`src/rtl/assert_macros.svh`:
```
// Assertion macros shared by the RTL files.
`ifndef ASSERT_MACROS_SVH
`define ASSERT_MACROS_SVH

// Implication checked on every clock edge outside reset.
`define CHK_IMPLY(label, clk, rst_n, pre, post, msg) \
	label: assert property (@(posedge clk) disable iff (!rst_n) (pre) |-> (post)) \
		else $error(msg);

// Implication whose consequent is checked in the following cycle.
`define CHK_NEXT(label, clk, rst_n, pre, post, msg) \
	label: assert property (@(posedge clk) disable iff (!rst_n) (pre) |=> (post)) \
		else $error(msg);

`endif

```
`src/rtl/wjcs_pkg.sv`:
```
package wjcs_pkg;
	localparam int WEIGHT_BITS = 16;
	localparam int MIN_W       = 32;
	localparam int SQ_W        = 48;
	localparam int RATIO_W     = 17;
	localparam int PROD_W      = 96;
	// Comparison width: q^2 (34 bits) times the squared-sum product (96 bits).
	localparam int CMP_W       = 130;

	localparam logic [2:0] ST_ACC  = 3'd0;
	localparam logic [2:0] ST_PROD = 3'd1;
	localparam logic [2:0] ST_JAC  = 3'd2;
	localparam logic [2:0] ST_COS  = 3'd3;
	localparam logic [2:0] ST_OUT  = 3'd4;

	typedef struct packed {
		logic acc_en;
		logic snap;
		logic prod_step;
		logic div_start;
		logic div_step;
		logic cos_step;
	} cmd_t;

	typedef struct packed {
		logic prod_done;
		logic div_done;
		logic cos_done;
	} sts_t;
endpackage

```
`src/rtl/wjcs_ctrl.sv`:
```
`include "assert_macros.svh"
module wjcs_ctrl (
	input  logic           clk,
	input  logic           arst_n,
	input  logic           in_valid,
	output logic           in_ready,
	input  logic           last,
	output logic           out_valid,
	input  logic           out_ready,
	output wjcs_pkg::cmd_t cmd,
	input  wjcs_pkg::sts_t sts
);
	logic [2:0] state_q, state_d;
	logic acc;
	assign in_ready  = state_q == wjcs_pkg::ST_ACC;
	assign out_valid = state_q == wjcs_pkg::ST_OUT;
	assign acc = in_valid && in_ready;

	always_comb begin
		cmd = '0;
		cmd.acc_en = acc;
		cmd.snap = acc && last;
		cmd.prod_step = state_q == wjcs_pkg::ST_PROD;
		cmd.div_start = state_q == wjcs_pkg::ST_PROD;
		cmd.div_step = state_q == wjcs_pkg::ST_JAC;
		cmd.cos_step = state_q == wjcs_pkg::ST_COS;
		state_d = state_q;
		unique case (state_q)
			wjcs_pkg::ST_ACC:  if (acc && last) state_d = wjcs_pkg::ST_PROD;
			wjcs_pkg::ST_PROD: if (sts.prod_done) state_d = wjcs_pkg::ST_JAC;
			wjcs_pkg::ST_JAC:  if (sts.div_done) state_d = wjcs_pkg::ST_COS;
			wjcs_pkg::ST_COS:  if (sts.cos_done) state_d = wjcs_pkg::ST_OUT;
			wjcs_pkg::ST_OUT:  if (out_ready) state_d = wjcs_pkg::ST_ACC;
			default:           state_d = wjcs_pkg::ST_ACC;
		endcase
	end

	always_ff @(posedge clk or negedge arst_n) begin
		if (!arst_n) state_q <= wjcs_pkg::ST_ACC;
		else state_q <= state_d;
	end

	`CHK_IMPLY(a_excl, clk, arst_n, 1'b1, !(in_ready && out_valid), "ready while result held")
	`CHK_NEXT(a_go, clk, arst_n, acc && last, state_q == wjcs_pkg::ST_PROD, "no start")
	`CHK_NEXT(a_ret, clk, arst_n, out_valid && out_ready, in_ready, "no return")
endmodule

```
`config.mk`:
```
export PLATFORM = sky130hd
export DESIGN_NAME = wjcs_ctrl
export DESIGN_NICKNAME = d
export VERILOG_FILES = /design/src/rtl/wjcs_pkg.sv /design/src/rtl/wjcs_ctrl.sv
export VERILOG_INCLUDE_DIRS = /design/src /design/src/rtl
export SDC_FILE = /design/constraint.sdc
export NUM_CORES = 1
export LEC_CHECK = 0
export ABC_AREA = 1
export BUFFER_PORTS_ARGS = -buffer_cell sky130_fd_sc_hd__clkbuf_2
export CAP_MARGIN = 5
export CORE_AREA = 5 5 42 44
export CTS_CLUSTER_SIZE = 20
export DETAILED_ROUTE_END_ITERATION = 10
export DIE_AREA = 0 0 47 49
export GPL_TIMING_DRIVEN = 1
export PLACE_DENSITY_LB_ADDON = 0.2
export SYNTH_ARGS = -nofsm -noshare
export SYNTH_HDL_FRONTEND = slang
export SYNTH_SLANG_ARGS = --single-unit
export TNS_END_PERCENT = 5
```
`constraint.sdc`:
```
create_clock -name clk -period 3.17 [get_ports clk]
set_input_delay 0.634 -clock clk [delete_from_list [all_inputs] [get_ports clk]]
set_output_delay 0.634 -clock clk [all_outputs]
set_load 0.1 [all_outputs]
```
Word-level counts from Yosys, hierarchy flattened
Index checks and enable logic that the tools add are counted.
{"block": "totals", "input_bits": 8, "wordCells": 20, "regBits": 3}
{"block": "classes", "muxes": 6, "eq_ne": 9, "reduce_logical": 4}
{"op": "$mux 3", "count": 5}
{"op": "$pmux 3 s5", "count": 1}
{"op": "$ne 2x1->1 const B", "count": 5}
{"op": "$eq 3x2->1 const B", "count": 2}
{"op": "$reduce_and 5->1", "count": 1}
{"op": "$eq 3x1->1 const B", "count": 1}
{"op": "$eq 3x3->1 const B", "count": 1}
{"op": "$logic_not 3->1", "count": 1}
{"op": "$logic_and 1x1->1", "count": 2}

Depth between registers and ports, before layout
{"block": "logic_depth", "ltp_word": 5, "depth_mapped": 9}

Worst setup path after synthesis
No wires, ideal clock.
{"block": "synth_path", "path_kind": "input port to output port", "from": "in in_valid", "to": "out cmd[4] (netlist name)", "t_required_ns": 2.536, "arrival_time_ns": 3.589, "setup_slack_ns": -1.053, "stages": 2, "cell_sequence": "inv_1 nor4_1"}
{"element": "from (decl)", "line_no": "wjcs_ctrl.sv:5", "text": "input logic in_valid,"}
{"element": "to (decl)", "line_no": "wjcs_ctrl.sv:10", "text": "output wjcs_pkg::cmd_t cmd,"}

==> flow_metrics.env <==
export IMPL_syn_area_per_cell_um2=6.63
export IMPL_area_growth_pct=34.8
export IMPL_cts_sinks=3
export IMPL_numCtsBuffers=3
export IMPL_post_cts_buffers=0
export IMPL_drive_above_1_share_pct=46.7
export IMPL_rsz0062_at_grt="no"
export IMPL_arrival_ns=1.58
export IMPL_drtIter0Drc=5
export IMPL_ys_ff_latch=3
export IMPL_clock_path_buffers=2
export IMPL_slew_violations=0
export IMPL_skew_ns=0.00196
export IMPL_cp_top_family="buffers and inverters"
export IMPL_fin_nets=69
export IMPL_top_register="state_q"
export IMPL_rows=14
export IMPL_vias=301
export IMPL_setup_viol=0
export IMPL_die_area_um2=2300
export IMPL_grt_max_degree=11
export IMPL_cp_end_kind="primary output"
export IMPL_slew_headroom_pct=63.7
export IMPL_hold_viol_final=0
export IMPL_cp_max_fo=5
export IMPL_cp_depth=4
export IMPL_antenna_found_initial=0
export IMPL_drt_wl_total_um=629
export IMPL_min_period_ns=2.22
export IMPL_core_area_um2=1400
export IMPL_ys_types=15
export IMPL_start_util_pct=20.8
export IMPL_io_pins=16
export IMPL_htreeDepth=1
export IMPL_syn_inst=44
export IMPL_die_x_um=47
export IMPL_die_h_um=49
export IMPL_fmax_ghz=0.451
export IMPL_io_buffer_count=15
export IMPL_grt_pass1_vias=263
export IMPL_cts_tree="yes"
export IMPL_grt_usage_pct=6.06
export IMPL_top_regs="state_q: 3 flops"
export IMPL_ys_warn_count=0
export IMPL_tightest_slew_ns=0.547
export IMPL_required_ns=2.54
export IMPL_cp_cell_sequence="nor2_2 > inv_2 > nor4_2 > clkbuf_2"
export IMPL_utilization_pct=28.0
export IMPL_path_buf_inv=2
export IMPL_cts_root_buf="clkbuf_4"
export IMPL_start_kind="flip-flop"
export IMPL_crit_type="flip-flop to primary output"
export IMPL_largest_reg_flops=3
export IMPL_final_common_cell="clkbuf_2"
export IMPL_fin_crit_sh_pct=70.0
export IMPL_r2r_cells=7
export IMPL_hp_class="input pin to async pin"
export IMPL_diodes=0
export IMPL_syn_nets=52
export IMPL_drtPass1Iterations=3
export IMPL_grt_overflow_total=0
export IMPL_vias_per_cell=3.96
export IMPL_antenna_left=0
export IMPL_maxCapViolations=0
export IMPL_wl_per_cell_um=8.28
export IMPL_status="finished, final reports clean"
export IMPL_drc=0
export IMPL_critPathSlowestCell="clkbuf_2"
export IMPL_grt_pass1_wl_um=1010
export IMPL_cp_slowest_stage_delay_ns=0.49
export IMPL_seq_area_frac_synth_pct=25.8
export IMPL_postCtsHoldBufs=0
export IMPL_cts_resized_gates=0
export IMPL_place_hpwl_um=534
export IMPL_final_cell_mix="15 x clkbuf_2, 10 x nand2_1, 8 x inv_1, 6 x nand3_1"
export IMPL_synth_area_um2=292
export IMPL_clkTransAtPathRegs_ns=0.04
export IMPL_worstSkewPairLatency_ns=0.23
export IMPL_gp_congestion=0.666
[cells in the mapped netlist]
master	n	share of area, %
buf_4	2	5.1
buf_6	1	3.9
dfrtp_1	3	26
inv_1	8	10
inv_2	1	1.3
nand2_1	10	13
nand2_2	3	6.4
nand3_1	6	10
nor2_1	2	2.6
nor2_2	2	4.3
nor2_4	2	7.7
nor3_1	1	1.7
nor3b_1	1	2.6
nor4_1	1	2.1
o21ai_2	1	3.0
[final timing paths]
kind	startpoint	to	slack, ns
worst max register to register	state_q[1]	state_q[0]	1.94
worst max-delay path	state_q[2]	cmd[4]	0.95
worst min register to register	state_q[0]	state_q[0]	0.62
min in group clk	state_q[0]	state_q[0]	0.62
worst min-delay path	arst_n	state_q[1]	0.19
max in group asynchronous	arst_n	state_q[2]	2.87
[cell type report]
class                   instances  area [um2]
inverters                       9        33.8
well taps                      16        20.0
flip-flops and latches          3        75.1
repair buffers                 15        75.1
fillers                       171        1010
clock buffers                   4        26.3
multi-input cells              29         163
[metrics by stage]
step	area (um2)	TNS [ns]	hold WS (ns)	instances	worst slack, ns
floorplan	298	-0.160	0.338	44	-0.160
global placement	367	0	0.436	72	1.04
detailed placement	367	0	0.434	72	1.03
CTS	393	0	0.180	76	0.931
global route	393	0	0.177	76	0.792
finish	393	0	0.187	76	0.952
[metal layers]
metal,routed length (um),vias up,track usage (%)
li1,-,163,-
met1,288,126,7.91
met2,290,12,7.92
met3,51,0,3.32
met4,0,0,2.76
met5,0,-,0
[logic make-up after synthesis]
logic type      Yosys count  synth area share [%]
simple gates             28                  50.6
compound gates            1                  3.00
buf+inv                  12                  20.6
flops                     3                  25.8
Power is left out: the tool's default activity adds up to more than one toggle a clock period on the data nets, which glitch-free logic cannot reach.
